==> src/hdl/stc_pkg.sv <==
// Package for the signal trend classifier.
// Holds behaviour codes, register indexes, reset values and operand widths.
// No dependencies.
package stc_pkg;

    localparam int unsigned DividendWidth = 65;
    localparam int unsigned MulWidth      = 33;
    localparam int unsigned CfgIndexWidth = 4;

    typedef enum logic [2:0] {
        BEH_UNKNOWN      = 3'd0,
        BEH_STABLE       = 3'd1,
        BEH_INCREASING   = 3'd2,
        BEH_DECREASING   = 3'd3,
        BEH_FLUCTUATING  = 3'd4,
        BEH_INTERMITTENT = 3'd5
    } behavior_t;

    typedef enum logic [CfgIndexWidth-1:0] {
        REG_STABLE_STEP = 4'd0,
        REG_TREND       = 4'd1,
        REG_FLUCTUATION = 4'd2,
        REG_HOLD_MS     = 4'd3
    } reg_index_t;

    localparam logic OP_SAMPLE = 1'b0;

    localparam logic [31:0] StableStepReset  = 32'd3277;
    localparam logic [31:0] TrendReset       = 32'd6554;
    localparam logic [31:0] FluctuationReset = 32'd32768;
    localparam logic [31:0] HoldMsReset      = 32'd10000;

    // start/finish pair between the sequencer and a serial unit
    typedef struct packed {
        logic start;
    } unit_ctrl_t;

    typedef struct packed {
        logic busy;
        logic done;
    } unit_stat_t;

endpackage

==> src/hdl/stc_if.sv <==
// Channel interfaces of the signal trend classifier.
// No dependencies.
interface stc_item_if;
    logic        valid;
    logic        ready;
    logic        op;
    logic [31:0] sample_value;
    logic [31:0] now_ms;

    modport source (output valid, op, sample_value, now_ms, input ready);
    modport sink   (input valid, op, sample_value, now_ms, output ready);
endinterface

interface stc_result_if;
    logic        valid;
    logic        ready;
    logic [2:0]  behavior;
    logic [31:0] mean_out;
    logic [63:0] variance_out;
    logic [31:0] std_dev_out;
    logic [31:0] trend_out;
    logic [31:0] latest_value;
    logic [31:0] samples_seen;
    logic        is_settled;

    modport source (output valid, behavior, mean_out, variance_out, std_dev_out,
                    trend_out, latest_value, samples_seen, is_settled, input ready);
    modport sink   (input valid, behavior, mean_out, variance_out, std_dev_out,
                    trend_out, latest_value, samples_seen, is_settled, output ready);
endinterface

==> src/hdl/signal_trend_classifier_core.sv <==
// Signal trend classifier top level: sequencer, statistics state and result register.
// Depends on stc_pkg, stc_if, stc_divu, stc_mulu and stc_isqrt.
// Processing: a new sample runs the mean division, the squaring, the variance division and
// the root in turn, each unit started and handed over by the sequencer, then loads the output
// register; a re-evaluation and the first sample go straight to the output register.
// One item at a time: the next item is taken once the result register is loaded; a result
// left waiting stalls the next.
// Reset clears all statistics and restores the register reset values.
module signal_trend_classifier_core (
    input  logic                                  clk,
    input  logic                                  rst_n,
    input  logic                                  cfg_we,
    input  logic [stc_pkg::CfgIndexWidth-1:0]     cfg_index,
    input  logic [31:0]                           cfg_data,
    stc_item_if.sink                              item,
    stc_result_if.source                          result
);
    typedef enum logic [2:0] {
        S_IDLE, S_DIV_MEAN, S_MUL, S_DIV_VAR, S_SQRT, S_DONE
    } state_t;

    state_t state_reg;

    // configuration
    logic [31:0] stable_step_limit_reg, trend_limit_reg;
    logic [31:0] fluctuation_limit_reg, stable_hold_ms_reg;

    // statistics
    logic signed [31:0] last_sample_reg, mean_reg, last_step_reg;
    logic [63:0] variance_reg;
    logic [31:0] deviation_reg, total_reg, run_reg, run_start_reg, now_reg;
    logic        settled_reg;
    logic [2:0]  class_reg;
    logic        neg_reg, var_add_reg;

    // marks an item that only seeded the state or found no samples at all
    logic        seed_item_reg;

    // serial units
    stc_pkg::unit_ctrl_t div_ctrl_reg, mul_ctrl_reg, sqrt_ctrl_reg;
    stc_pkg::unit_stat_t div_stat, mul_stat, sqrt_stat;
    logic [stc_pkg::DividendWidth-1:0] div_a_reg, div_q;
    logic [stc_pkg::MulWidth-1:0]      mul_a_reg;
    logic [63:0]                       product;
    logic [31:0]                       root;

    // output register
    logic        out_valid_reg;
    logic [2:0]  o_beh_reg;
    logic [31:0] o_mean_reg, o_dev_reg, o_trend_reg, o_latest_reg, o_seen_reg;
    logic [63:0] o_var_reg;
    logic        o_settled_reg;

    stc_divu u_div (.clk, .rst_n, .ctrl(div_ctrl_reg), .dividend(div_a_reg),
                    .divisor(total_reg), .stat(div_stat), .quotient(div_q));
    stc_mulu u_mul (.clk, .rst_n, .ctrl(mul_ctrl_reg), .a(mul_a_reg), .b(mul_a_reg),
                    .stat(mul_stat), .product(product));
    stc_isqrt u_sqrt (.clk, .rst_n, .ctrl(sqrt_ctrl_reg), .radicand(variance_reg),
                      .stat(sqrt_stat), .root(root));

    // step against the last sample, at acceptance
    logic signed [32:0] step;
    logic [32:0]        step_mag;
    logic signed [32:0] mean_diff;
    logic [31:0]        total_next, run_next;
    logic accept;

    assign accept     = item.valid && item.ready;
    assign step       = 33'(signed'(item.sample_value)) - 33'(last_sample_reg);
    assign step_mag   = step[32] ? 33'(-step) : step;
    assign mean_diff  = 33'(signed'(item.sample_value)) - 33'(mean_reg);
    assign total_next = (total_reg == '1) ? total_reg : total_reg + 32'd1;
    assign run_next   = (run_reg == '1) ? run_reg : run_reg + 32'd1;

    // mean update and deviation of the sample from the new mean
    logic [32:0]        q_signed;
    logic signed [31:0] mean_new;
    logic signed [32:0] dev_d;
    assign q_signed = neg_reg ? 33'(-div_q[32:0]) : div_q[32:0];
    assign mean_new = mean_reg + q_signed[31:0];
    assign dev_d    = 33'(last_sample_reg) - 33'(mean_new);

    // classification of the current state
    logic        stable_now;
    logic [2:0]  class_new;
    logic signed [33:0] lstep_w, lim_w;
    assign lstep_w    = 34'(last_step_reg);
    assign lim_w      = {2'b00, trend_limit_reg};
    assign stable_now = (run_reg != '0) && (run_start_reg != '0) &&
                        ((now_reg - run_start_reg) >= stable_hold_ms_reg);
    always_comb
    begin
        priority if (stable_now)
            class_new = stc_pkg::BEH_STABLE;
        else if (total_reg < 32'd3)
            class_new = stc_pkg::BEH_UNKNOWN;
        else if (deviation_reg >= fluctuation_limit_reg)
            class_new = stc_pkg::BEH_FLUCTUATING;
        else if (lstep_w > lim_w)
            class_new = stc_pkg::BEH_INCREASING;
        else if (lstep_w < -lim_w)
            class_new = stc_pkg::BEH_DECREASING;
        else
            class_new = stc_pkg::BEH_INTERMITTENT;
    end

    assign item.ready = (state_reg == S_IDLE);

    // sequencer and statistics
    always_ff @(posedge clk or negedge rst_n)
    begin
        if (!rst_n)
        begin
            state_reg             <= S_IDLE;
            stable_step_limit_reg <= stc_pkg::StableStepReset;
            trend_limit_reg       <= stc_pkg::TrendReset;
            fluctuation_limit_reg <= stc_pkg::FluctuationReset;
            stable_hold_ms_reg    <= stc_pkg::HoldMsReset;
            last_sample_reg       <= '0;
            mean_reg              <= '0;
            last_step_reg         <= '0;
            variance_reg          <= '0;
            deviation_reg         <= '0;
            total_reg             <= '0;
            run_reg               <= '0;
            run_start_reg         <= '0;
            now_reg               <= '0;
            settled_reg           <= 1'b0;
            class_reg             <= stc_pkg::BEH_UNKNOWN;
            neg_reg               <= 1'b0;
            var_add_reg           <= 1'b0;
            div_ctrl_reg          <= '0;
            mul_ctrl_reg          <= '0;
            sqrt_ctrl_reg         <= '0;
            div_a_reg             <= '0;
            mul_a_reg             <= '0;
            out_valid_reg         <= 1'b0;
            o_beh_reg             <= '0;
            o_mean_reg            <= '0;
            o_var_reg             <= '0;
            o_dev_reg             <= '0;
            o_trend_reg           <= '0;
            o_latest_reg          <= '0;
            o_seen_reg            <= '0;
            o_settled_reg         <= 1'b0;
        end
        else
        begin
            div_ctrl_reg  <= '0;
            mul_ctrl_reg  <= '0;
            sqrt_ctrl_reg <= '0;
            if (out_valid_reg && result.ready && state_reg != S_DONE)
                out_valid_reg <= 1'b0;

            if (cfg_we)
            begin
                unique case (cfg_index)
                    stc_pkg::REG_STABLE_STEP: stable_step_limit_reg <= cfg_data;
                    stc_pkg::REG_TREND:       trend_limit_reg       <= cfg_data;
                    stc_pkg::REG_FLUCTUATION: fluctuation_limit_reg <= cfg_data;
                    stc_pkg::REG_HOLD_MS:     stable_hold_ms_reg    <= cfg_data;
                    default: ;
                endcase
            end

            unique case (state_reg)
                S_IDLE:
                begin
                    if (accept)
                    begin
                        now_reg <= item.now_ms;
                        if (item.op != stc_pkg::OP_SAMPLE)
                        begin
                            state_reg <= S_DONE;
                        end
                        else if (total_reg == '0)
                        begin
                            // first sample seeds the state only
                            last_sample_reg  <= item.sample_value;
                            mean_reg         <= item.sample_value;
                            total_reg        <= 32'd1;
                            run_start_reg    <= item.now_ms;
                            state_reg        <= S_DONE;
                        end
                        else
                        begin
                            last_sample_reg  <= item.sample_value;
                            total_reg        <= total_next;
                            if (step > 33'sh0_7FFF_FFFF)
                                last_step_reg <= 32'sh7FFF_FFFF;
                            else if (step < -33'sh0_8000_0000)
                                last_step_reg <= 32'sh8000_0000;
                            else
                                last_step_reg <= step[31:0];
                            if (step_mag <= {1'b0, stable_step_limit_reg})
                            begin
                                run_reg <= run_next;
                                if (run_next == 32'd1)
                                    run_start_reg <= item.now_ms;
                            end
                            else
                            begin
                                run_reg       <= '0;
                                run_start_reg <= '0;
                                settled_reg   <= 1'b0;
                            end
                            neg_reg      <= mean_diff[32];
                            div_a_reg    <= 65'(mean_diff[32] ? 33'(-mean_diff) : mean_diff);
                            div_ctrl_reg <= '{start: 1'b1};
                            state_reg    <= S_DIV_MEAN;
                        end
                    end
                end
                S_DIV_MEAN:
                begin
                    if (div_stat.done)
                    begin
                        mean_reg     <= mean_new;
                        mul_a_reg    <= dev_d[32] ? 33'(-dev_d) : dev_d;
                        mul_ctrl_reg <= '{start: 1'b1};
                        state_reg    <= S_MUL;
                    end
                end
                S_MUL:
                begin
                    if (mul_stat.done)
                    begin
                        if (product >= variance_reg)
                        begin
                            var_add_reg <= 1'b1;
                            div_a_reg   <= 65'(product - variance_reg);
                        end
                        else
                        begin
                            var_add_reg <= 1'b0;
                            div_a_reg   <= 65'(variance_reg - product) + 65'(total_reg)
                                           - 65'd1;
                        end
                        div_ctrl_reg <= '{start: 1'b1};
                        state_reg    <= S_DIV_VAR;
                    end
                end
                S_DIV_VAR:
                begin
                    if (div_stat.done)
                    begin
                        variance_reg  <= var_add_reg ? variance_reg + div_q[63:0]
                                                     : variance_reg - div_q[63:0];
                        sqrt_ctrl_reg <= '{start: 1'b1};
                        state_reg     <= S_SQRT;
                    end
                end
                S_SQRT:
                begin
                    if (sqrt_stat.done)
                    begin
                        deviation_reg <= root;
                        state_reg     <= S_DONE;
                    end
                end
                S_DONE:
                begin
                    // classify unless nothing has been sampled or this was the seed
                    if (!out_valid_reg || result.ready)
                    begin
                        if (!seed_item_reg)
                        begin
                            class_reg     <= class_new;
                            settled_reg   <= settled_reg | stable_now;
                            o_beh_reg     <= class_new;
                            o_settled_reg <= settled_reg | stable_now;
                        end
                        else
                        begin
                            o_beh_reg     <= class_reg;
                            o_settled_reg <= settled_reg;
                        end
                        o_mean_reg    <= mean_reg;
                        o_var_reg     <= variance_reg;
                        o_dev_reg     <= deviation_reg;
                        o_trend_reg   <= last_step_reg;
                        o_latest_reg  <= last_sample_reg;
                        o_seen_reg    <= total_reg;
                        out_valid_reg <= 1'b1;
                        state_reg     <= S_IDLE;
                    end
                end
                default: state_reg <= S_IDLE;
            endcase
        end
    end

    // seed marker, taken at transfer
    always_ff @(posedge clk or negedge rst_n)
    begin
        if (!rst_n)
            seed_item_reg <= 1'b0;
        else if (accept)
            seed_item_reg <= (total_reg == '0);
    end

    assign result.valid        = out_valid_reg;
    assign result.behavior     = o_beh_reg;
    assign result.mean_out     = o_mean_reg;
    assign result.variance_out = o_var_reg;
    assign result.std_dev_out  = o_dev_reg;
    assign result.trend_out    = o_trend_reg;
    assign result.latest_value = o_latest_reg;
    assign result.samples_seen = o_seen_reg;
    assign result.is_settled   = o_settled_reg;
endmodule

==> src/hdl/stc_divu.sv <==
// Bit-serial restoring divider, one quotient bit per cycle.
// Depends on stc_pkg.
module stc_divu (
    input  logic                                 clk,
    input  logic                                 rst_n,
    input  stc_pkg::unit_ctrl_t                  ctrl,
    input  logic [stc_pkg::DividendWidth-1:0]    dividend,
    input  logic [31:0]                          divisor,
    output stc_pkg::unit_stat_t                  stat,
    output logic [stc_pkg::DividendWidth-1:0]    quotient
);
    logic [stc_pkg::DividendWidth-1:0] quo_reg;
    logic [32:0]                       rem_reg;
    logic [31:0]                       div_reg;
    logic [6:0]                        cnt_reg;
    logic                              busy_reg;
    logic                              done_reg;
    logic [33:0]                       trial;

    // partial remainder with the next dividend bit brought in
    assign trial = {rem_reg, quo_reg[stc_pkg::DividendWidth-1]};

    always_ff @(posedge clk or negedge rst_n)
    begin
        if (!rst_n)
        begin
            quo_reg  <= '0;
            rem_reg  <= '0;
            div_reg  <= '0;
            cnt_reg  <= '0;
            busy_reg <= 1'b0;
            done_reg <= 1'b0;
        end
        else
        begin
            done_reg <= 1'b0;
            if (ctrl.start)
            begin
                quo_reg  <= dividend;
                rem_reg  <= '0;
                div_reg  <= divisor;
                cnt_reg  <= 7'(stc_pkg::DividendWidth);
                busy_reg <= 1'b1;
            end
            else if (busy_reg)
            begin
                if (trial >= {2'b00, div_reg})
                begin
                    rem_reg <= 33'(trial - {2'b00, div_reg});
                    quo_reg <= {quo_reg[stc_pkg::DividendWidth-2:0], 1'b1};
                end
                else
                begin
                    rem_reg <= trial[32:0];
                    quo_reg <= {quo_reg[stc_pkg::DividendWidth-2:0], 1'b0};
                end
                cnt_reg <= cnt_reg - 7'd1;
                if (cnt_reg == 7'd1)
                begin
                    busy_reg <= 1'b0;
                    done_reg <= 1'b1;
                end
            end
        end
    end

    assign stat.busy = busy_reg;
    assign stat.done = done_reg;
    assign quotient  = quo_reg;
endmodule

==> src/hdl/stc_mulu.sv <==
// Shift-and-add multiplier, one multiplier bit per cycle, low 64 product bits.
// Depends on stc_pkg.
module stc_mulu (
    input  logic                             clk,
    input  logic                             rst_n,
    input  stc_pkg::unit_ctrl_t              ctrl,
    input  logic [stc_pkg::MulWidth-1:0]     a,
    input  logic [stc_pkg::MulWidth-1:0]     b,
    output stc_pkg::unit_stat_t              stat,
    output logic [63:0]                      product
);
    logic [63:0]                   acc_reg;
    logic [63:0]                   mcand_reg;
    logic [stc_pkg::MulWidth-1:0]  mplier_reg;
    logic [5:0]                    cnt_reg;
    logic                          busy_reg;
    logic                          done_reg;

    always_ff @(posedge clk or negedge rst_n)
    begin
        if (!rst_n)
        begin
            acc_reg    <= '0;
            mcand_reg  <= '0;
            mplier_reg <= '0;
            cnt_reg    <= '0;
            busy_reg   <= 1'b0;
            done_reg   <= 1'b0;
        end
        else
        begin
            done_reg <= 1'b0;
            if (ctrl.start)
            begin
                acc_reg    <= '0;
                mcand_reg  <= 64'(a);
                mplier_reg <= b;
                cnt_reg    <= 6'(stc_pkg::MulWidth);
                busy_reg   <= 1'b1;
            end
            else if (busy_reg)
            begin
                if (mplier_reg[0])
                    acc_reg <= acc_reg + mcand_reg;
                mcand_reg  <= {mcand_reg[62:0], 1'b0};
                mplier_reg <= mplier_reg >> 1;
                cnt_reg    <= cnt_reg - 6'd1;
                if (cnt_reg == 6'd1)
                begin
                    busy_reg <= 1'b0;
                    done_reg <= 1'b1;
                end
            end
        end
    end

    assign stat.busy = busy_reg;
    assign stat.done = done_reg;
    assign product   = acc_reg;
endmodule

==> src/hdl/stc_isqrt.sv <==
// Digit-serial integer square root, two radicand bits per cycle.
// Depends on stc_pkg.
module stc_isqrt (
    input  logic                 clk,
    input  logic                 rst_n,
    input  stc_pkg::unit_ctrl_t  ctrl,
    input  logic [63:0]          radicand,
    output stc_pkg::unit_stat_t  stat,
    output logic [31:0]          root
);
    logic [63:0] val_reg;
    logic [35:0] rem_reg;
    logic [31:0] root_reg;
    logic [5:0]  cnt_reg;
    logic        busy_reg;
    logic        done_reg;
    logic [35:0] shifted;
    logic [35:0] trial;

    assign shifted = {rem_reg[33:0], val_reg[63:62]};
    assign trial   = {2'b00, root_reg, 2'b01};

    always_ff @(posedge clk or negedge rst_n)
    begin
        if (!rst_n)
        begin
            val_reg  <= '0;
            rem_reg  <= '0;
            root_reg <= '0;
            cnt_reg  <= '0;
            busy_reg <= 1'b0;
            done_reg <= 1'b0;
        end
        else
        begin
            done_reg <= 1'b0;
            if (ctrl.start)
            begin
                val_reg  <= radicand;
                rem_reg  <= '0;
                root_reg <= '0;
                cnt_reg  <= 6'd32;
                busy_reg <= 1'b1;
            end
            else if (busy_reg)
            begin
                val_reg <= {val_reg[61:0], 2'b00};
                if (shifted >= trial)
                begin
                    rem_reg  <= shifted - trial;
                    root_reg <= {root_reg[30:0], 1'b1};
                end
                else
                begin
                    rem_reg  <= shifted;
                    root_reg <= {root_reg[30:0], 1'b0};
                end
                cnt_reg <= cnt_reg - 6'd1;
                if (cnt_reg == 6'd1)
                begin
                    busy_reg <= 1'b0;
                    done_reg <= 1'b1;
                end
            end
        end
    end

    assign stat.busy = busy_reg;
    assign stat.done = done_reg;
    assign root      = root_reg;
endmodule

==> src/flat_wrapper.sv <==
// flat-port wrapper written by rule: the top's interface ports become plain ports
module signal_trend_classifier_core_flat 
  (clk, rst_n, cfg_we, cfg_index, cfg_data, item_valid, item_op, item_sample_value, item_now_ms, item_ready, result_valid, result_behavior, result_mean_out, result_variance_out, result_std_dev_out, result_trend_out, result_latest_value, result_samples_seen, result_is_settled, result_ready);
  stc_item_if item_i ();
  stc_result_if result_i ();
  input  logic clk;
  input  logic rst_n;
  input  logic cfg_we;
  input  logic [stc_pkg::CfgIndexWidth-1:0] cfg_index;
  input  logic [31:0] cfg_data;
  input wire logic [$bits(item_i.valid)-1:0] item_valid;
  input wire logic [$bits(item_i.op)-1:0] item_op;
  input wire logic [$bits(item_i.sample_value)-1:0] item_sample_value;
  input wire logic [$bits(item_i.now_ms)-1:0] item_now_ms;
  output wire logic [$bits(item_i.ready)-1:0] item_ready;
  output wire logic [$bits(result_i.valid)-1:0] result_valid;
  output wire logic [$bits(result_i.behavior)-1:0] result_behavior;
  output wire logic [$bits(result_i.mean_out)-1:0] result_mean_out;
  output wire logic [$bits(result_i.variance_out)-1:0] result_variance_out;
  output wire logic [$bits(result_i.std_dev_out)-1:0] result_std_dev_out;
  output wire logic [$bits(result_i.trend_out)-1:0] result_trend_out;
  output wire logic [$bits(result_i.latest_value)-1:0] result_latest_value;
  output wire logic [$bits(result_i.samples_seen)-1:0] result_samples_seen;
  output wire logic [$bits(result_i.is_settled)-1:0] result_is_settled;
  input wire logic [$bits(result_i.ready)-1:0] result_ready;
  assign item_i.valid = item_valid;
  assign item_i.op = item_op;
  assign item_i.sample_value = item_sample_value;
  assign item_i.now_ms = item_now_ms;
  assign item_ready = item_i.ready;
  assign result_valid = result_i.valid;
  assign result_behavior = result_i.behavior;
  assign result_mean_out = result_i.mean_out;
  assign result_variance_out = result_i.variance_out;
  assign result_std_dev_out = result_i.std_dev_out;
  assign result_trend_out = result_i.trend_out;
  assign result_latest_value = result_i.latest_value;
  assign result_samples_seen = result_i.samples_seen;
  assign result_is_settled = result_i.is_settled;
  assign result_i.ready = result_ready;
  signal_trend_classifier_core u_core (.clk(clk), .rst_n(rst_n), .cfg_we(cfg_we), .cfg_index(cfg_index), .cfg_data(cfg_data), .item(item_i), .result(result_i));
endmodule
==> config.mk <==
export PLATFORM = sky130hd
export DESIGN_NAME = signal_trend_classifier_core_flat
export DESIGN_NICKNAME = d
export VERILOG_FILES = /design/src/hdl/stc_pkg.sv /design/src/hdl/stc_if.sv /design/src/hdl/signal_trend_classifier_core.sv /design/src/hdl/stc_divu.sv /design/src/hdl/stc_mulu.sv /design/src/hdl/stc_isqrt.sv /design/src/flat_wrapper.sv
export SDC_FILE = /design/constraint.sdc
export NUM_CORES = 2
export LEC_CHECK = 0
export BUFFER_PORTS_ARGS = -buffer_cell sky130_fd_sc_hd__clkbuf_2
export CORE_MARGIN = 2
export CORE_UTILIZATION = 64
export DETAILED_ROUTE_END_ITERATION = 10
export PLACE_DENSITY = 0.88
export SLEW_MARGIN = 20
export SYNTH_ARGS = -nofsm -noshare
export SYNTH_HDL_FRONTEND = slang
export SYNTH_SLANG_ARGS = --single-unit
==> constraint.sdc <==
create_clock -name clk -period 20.5 [get_ports clk]
set_input_delay 3.075 -clock clk [delete_from_list [all_inputs] [get_ports clk]]
set_output_delay 3.075 -clock clk [all_outputs]
set_load 0.01 [all_outputs]
==> impl_metrics.env <==
export IMPL_fin_skew_ns=0.04296
export IMPL_place_port_buffers=335
export IMPL_netlist_cell_type_count=129
export IMPL_place_hpwl_um=213300
export IMPL_status="complete, no violations"
export IMPL_max_cap_viol_count=0
export IMPL_final_nets=10540
export IMPL_synth_async_reset_ratio=1.000
export IMPL_avgRoutedWirePerCell_um=24.35
export IMPL_grtUsageTotal=0.4044
export IMPL_setup_tns_ns=0
export IMPL_grt_pass1_wl_um=429200
export IMPL_cts_setup_buffers=0
export IMPL_slew_violations=0
export IMPL_synth_top_area_frac=0.3522
export IMPL_syn_area_um2=86050
export IMPL_crit_path_start_kind="input port"
export IMPL_synth_edf_count=0
export IMPL_grt_max_degree=177
export IMPL_drc_errors=0
export IMPL_fmax_ghz=0.1024
export IMPL_num_rows=134
export IMPL_ys_flop_type="dfrtp_1"
export IMPL_slew_headroom=0.2098
export IMPL_cts_resized=0
export IMPL_globalplace_congestion=1.003
export IMPL_setup_viol=0
export IMPL_cts_tree="done"
export IMPL_fin_crit_ns=9.770
export IMPL_cts_sinks=1231
export IMPL_synth_seq_cells=1231
export IMPL_arrival_ns=10.46
export IMPL_rsz0062_at_grt="false"
export IMPL_netlist_instances=9602
export IMPL_grt_pass1_vias=72230
export IMPL_layout_drive_gt1_share=0.1170
export IMPL_vias=75120
export IMPL_cts_clk_slew_worst_paths_ns=0.06
export IMPL_worstPathMaxFanout=48
export IMPL_cts_buffers=136
export IMPL_yosysTopAreaCell="dfrtp_1"
export IMPL_synth_most_common_cell="dfrtp_1"
export IMPL_area_delta_synth_final_pct=8.925
export IMPL_yosys_mux_area_fraction=0.08125
export IMPL_routed_wl_um=282400
export IMPL_min_period_over_period=0.4766
export IMPL_syn_num_nets=10430
export IMPL_die_x_um=370.7
export IMPL_synthSimpleGateAreaFrac=0.1465
export IMPL_synth_area_per_cell_um2=8.962
export IMPL_tightest_slew_ns=1.170
export IMPL_viasPerCell=6.480
export IMPL_cts_root_buf="clkbuf_16"
export IMPL_clk_latency_ns=0.80
export IMPL_antenna_found_initial=18
export IMPL_ys_warn_count=0
export IMPL_fp_dieArea_um2=137400
export IMPL_io_pin_count=336
export IMPL_hold_class="flip-flop to flip-flop"
export IMPL_fp_dieH_um=370.7
export IMPL_clock_path_buffers=3
export IMPL_synth_compound_area_share=0.1877
export IMPL_drtAntennaViolNets=0
export IMPL_final_hold_viol_count=0
export IMPL_synthXorXnorAreaFrac=0.06831
export IMPL_rrSetupSlack_ns=11.52
export IMPL_first_pass_iters=7
export IMPL_critPathRequiredTime_ns=21.19
export IMPL_cts_hold_buf=0
export IMPL_ys_seq_area_frac=0.3583
export IMPL_worst_setup_path_end_kind="flip-flop"
export IMPL_criticalPathCategory="input port to flip-flop"
export IMPL_drt_initial_drc_count=8798
export IMPL_synth_top_family_by_area="compound AO/OA/AOI/OAI gates"
export IMPL_synth_area_leaders="dfrtp_1 (35%), ha_1 (9.9%), nand2_1 (4.3%), mux2_2 (4.3%), xnor2_1 (4.2%)"
export IMPL_start_util=0.6448
export IMPL_synthTopCellsByCount="dfrtp_1 (1211), nand2_1 (991), o21ai_0 (716), nor2_1 (703), ha_1 (680)"
export IMPL_synthAdderAreaFrac=0.1091
export IMPL_core_area_um2=133500
export IMPL_htree_levels=4
export IMPL_overflow=0
## final timing paths
path / cells past startpoint / end / from
worst max-delay path: 28 / u_core.run_start_reg[0]$_DFFE_PN0P_ / item_sample_value[0]
worst min-delay path: 2 / u_core.u_div.quotient[57]$_DFFE_PN0P_ / u_core.div_a_reg[57]$_DFFE_PN0P_
worst max register to register: 35 / u_core.mul_a_reg[27]$_DFFE_PN0P_ / u_core.u_div.quotient[0]$_DFFE_PN0P_
worst min register to register: 2 / u_core.u_div.quotient[57]$_DFFE_PN0P_ / u_core.div_a_reg[57]$_DFFE_PN0P_
max in group asynchronous: 5 / u_core.u_mul.mcand_reg[47]$_DFFE_PN0P_ / rst_n
min in group asynchronous: 1 / u_core.u_sqrt.rem_reg[17]$_DFFE_PN0P_ / rst_n
## per-layer routing
metal  vias to the layer above  wire, um  track usage
li1                      34160         -            -
met4                         6     14350       0.1865
met1                     36630    115700       0.5472
met3                       747     27300      0.08757
met2                      3585    124900       0.6216
met5                         -        35            0
## kinds of logic after synthesis
logic type,count (synthesis)
AOI/OAI and AO/OA,2542
xor gates and xnor gates,667
adders and majority gates,726
buffers and inverters,1088
DFF,1231
muxes,642
and+or+nand+nor,2706
## stage by stage
stage | hold WS, ns | area [um^2] | setup WS, ns | utilization | instances
after global routing | 0.4825 | 93720 | 10.37 | 0.7023 | 11590
after global placement | 0.4604 | 88900 | 10.17 | 0.6661 | 11340
after floorplan | 0.4479 | 86050 | 11.67 | - | 9602
after detailed placement | 0.4682 | 88900 | 10.13 | 0.6661 | 11340
final | 0.4515 | 93730 | 10.73 | 0.7023 | 11590
after CTS | 0.4624 | 93640 | 10.89 | 0.7016 | 11580
## final cells by class
type                            count  area, um^2
Antenna cell                       10       25.02
Timing Repair Buffer              408        2333
Sequential cell                  1231       30850
Clock buffer                      186        3906
Multi-Input combinational cell   7283       51120
Clock inverter                     56       834.6
Inverter                          652        2447
Fill cell                       10080       39730
Tap cell                         1768        2212
## cell usage in the layout (no fill, tap or decap), types with 46 or more instances in the layout
| cell type | count |
|---|---|
| a211oi_1 | 168 |
| a21o_1 | 304 |
| a21oi_1 | 642 |
| a31oi_1 | 69 |
| and3_1 | 68 |
| buf_4 | 66 |
| clkbuf_16 | 140 |
| clkbuf_2 | 334 |
| dfrtp_1 | 1204 |
| ha_1 | 680 |
| inv_1 | 649 |
| mux2_2 | 328 |
| mux2i_1 | 283 |
| nand2_1 | 989 |
| nand2b_1 | 113 |
| nand3_1 | 152 |
| nand4_1 | 112 |
| nor2_1 | 701 |
| nor2b_1 | 91 |
| nor3_1 | 171 |
| nor4_1 | 66 |
| o211ai_1 | 46 |
| o21a_1 | 76 |
| o21ai_0 | 716 |
| o21bai_1 | 60 |
| o31ai_1 | 49 |
| or3_1 | 50 |
| xnor2_1 | 415 |
| xor2_1 | 248 |
## worst max-delay path: stages
cell and delay, ns:
clkbuf_2 0.11, inv_1 0.10, ha_1 0.24, fa_1 0.40, nor2b_1 0.13, o21ai_1 0.08, a21boi_1 0.15, o21ai_1 0.10
a21oi_2 0.32, a311oi_4 0.23, a211oi_1 0.33, o21ai_1 0.12, a21boi_0 0.36, o2111ai_1 0.26, nor4_1 0.42, and4b_1 0.58
nor2_1 0.10, xor2_1 0.16, ha_1 0.34, a2111oi_0 0.38, nand2_1 0.10, nor3_1 0.28, o211ai_1 0.15, and3_1 0.35
a21o_4 0.42, o21ai_4 0.19, buf_4 0.52, mux2_2 0.40
Power is left out: the tool's default activity adds up to more than one toggle a clock period on the data nets, which glitch-free logic cannot reach.
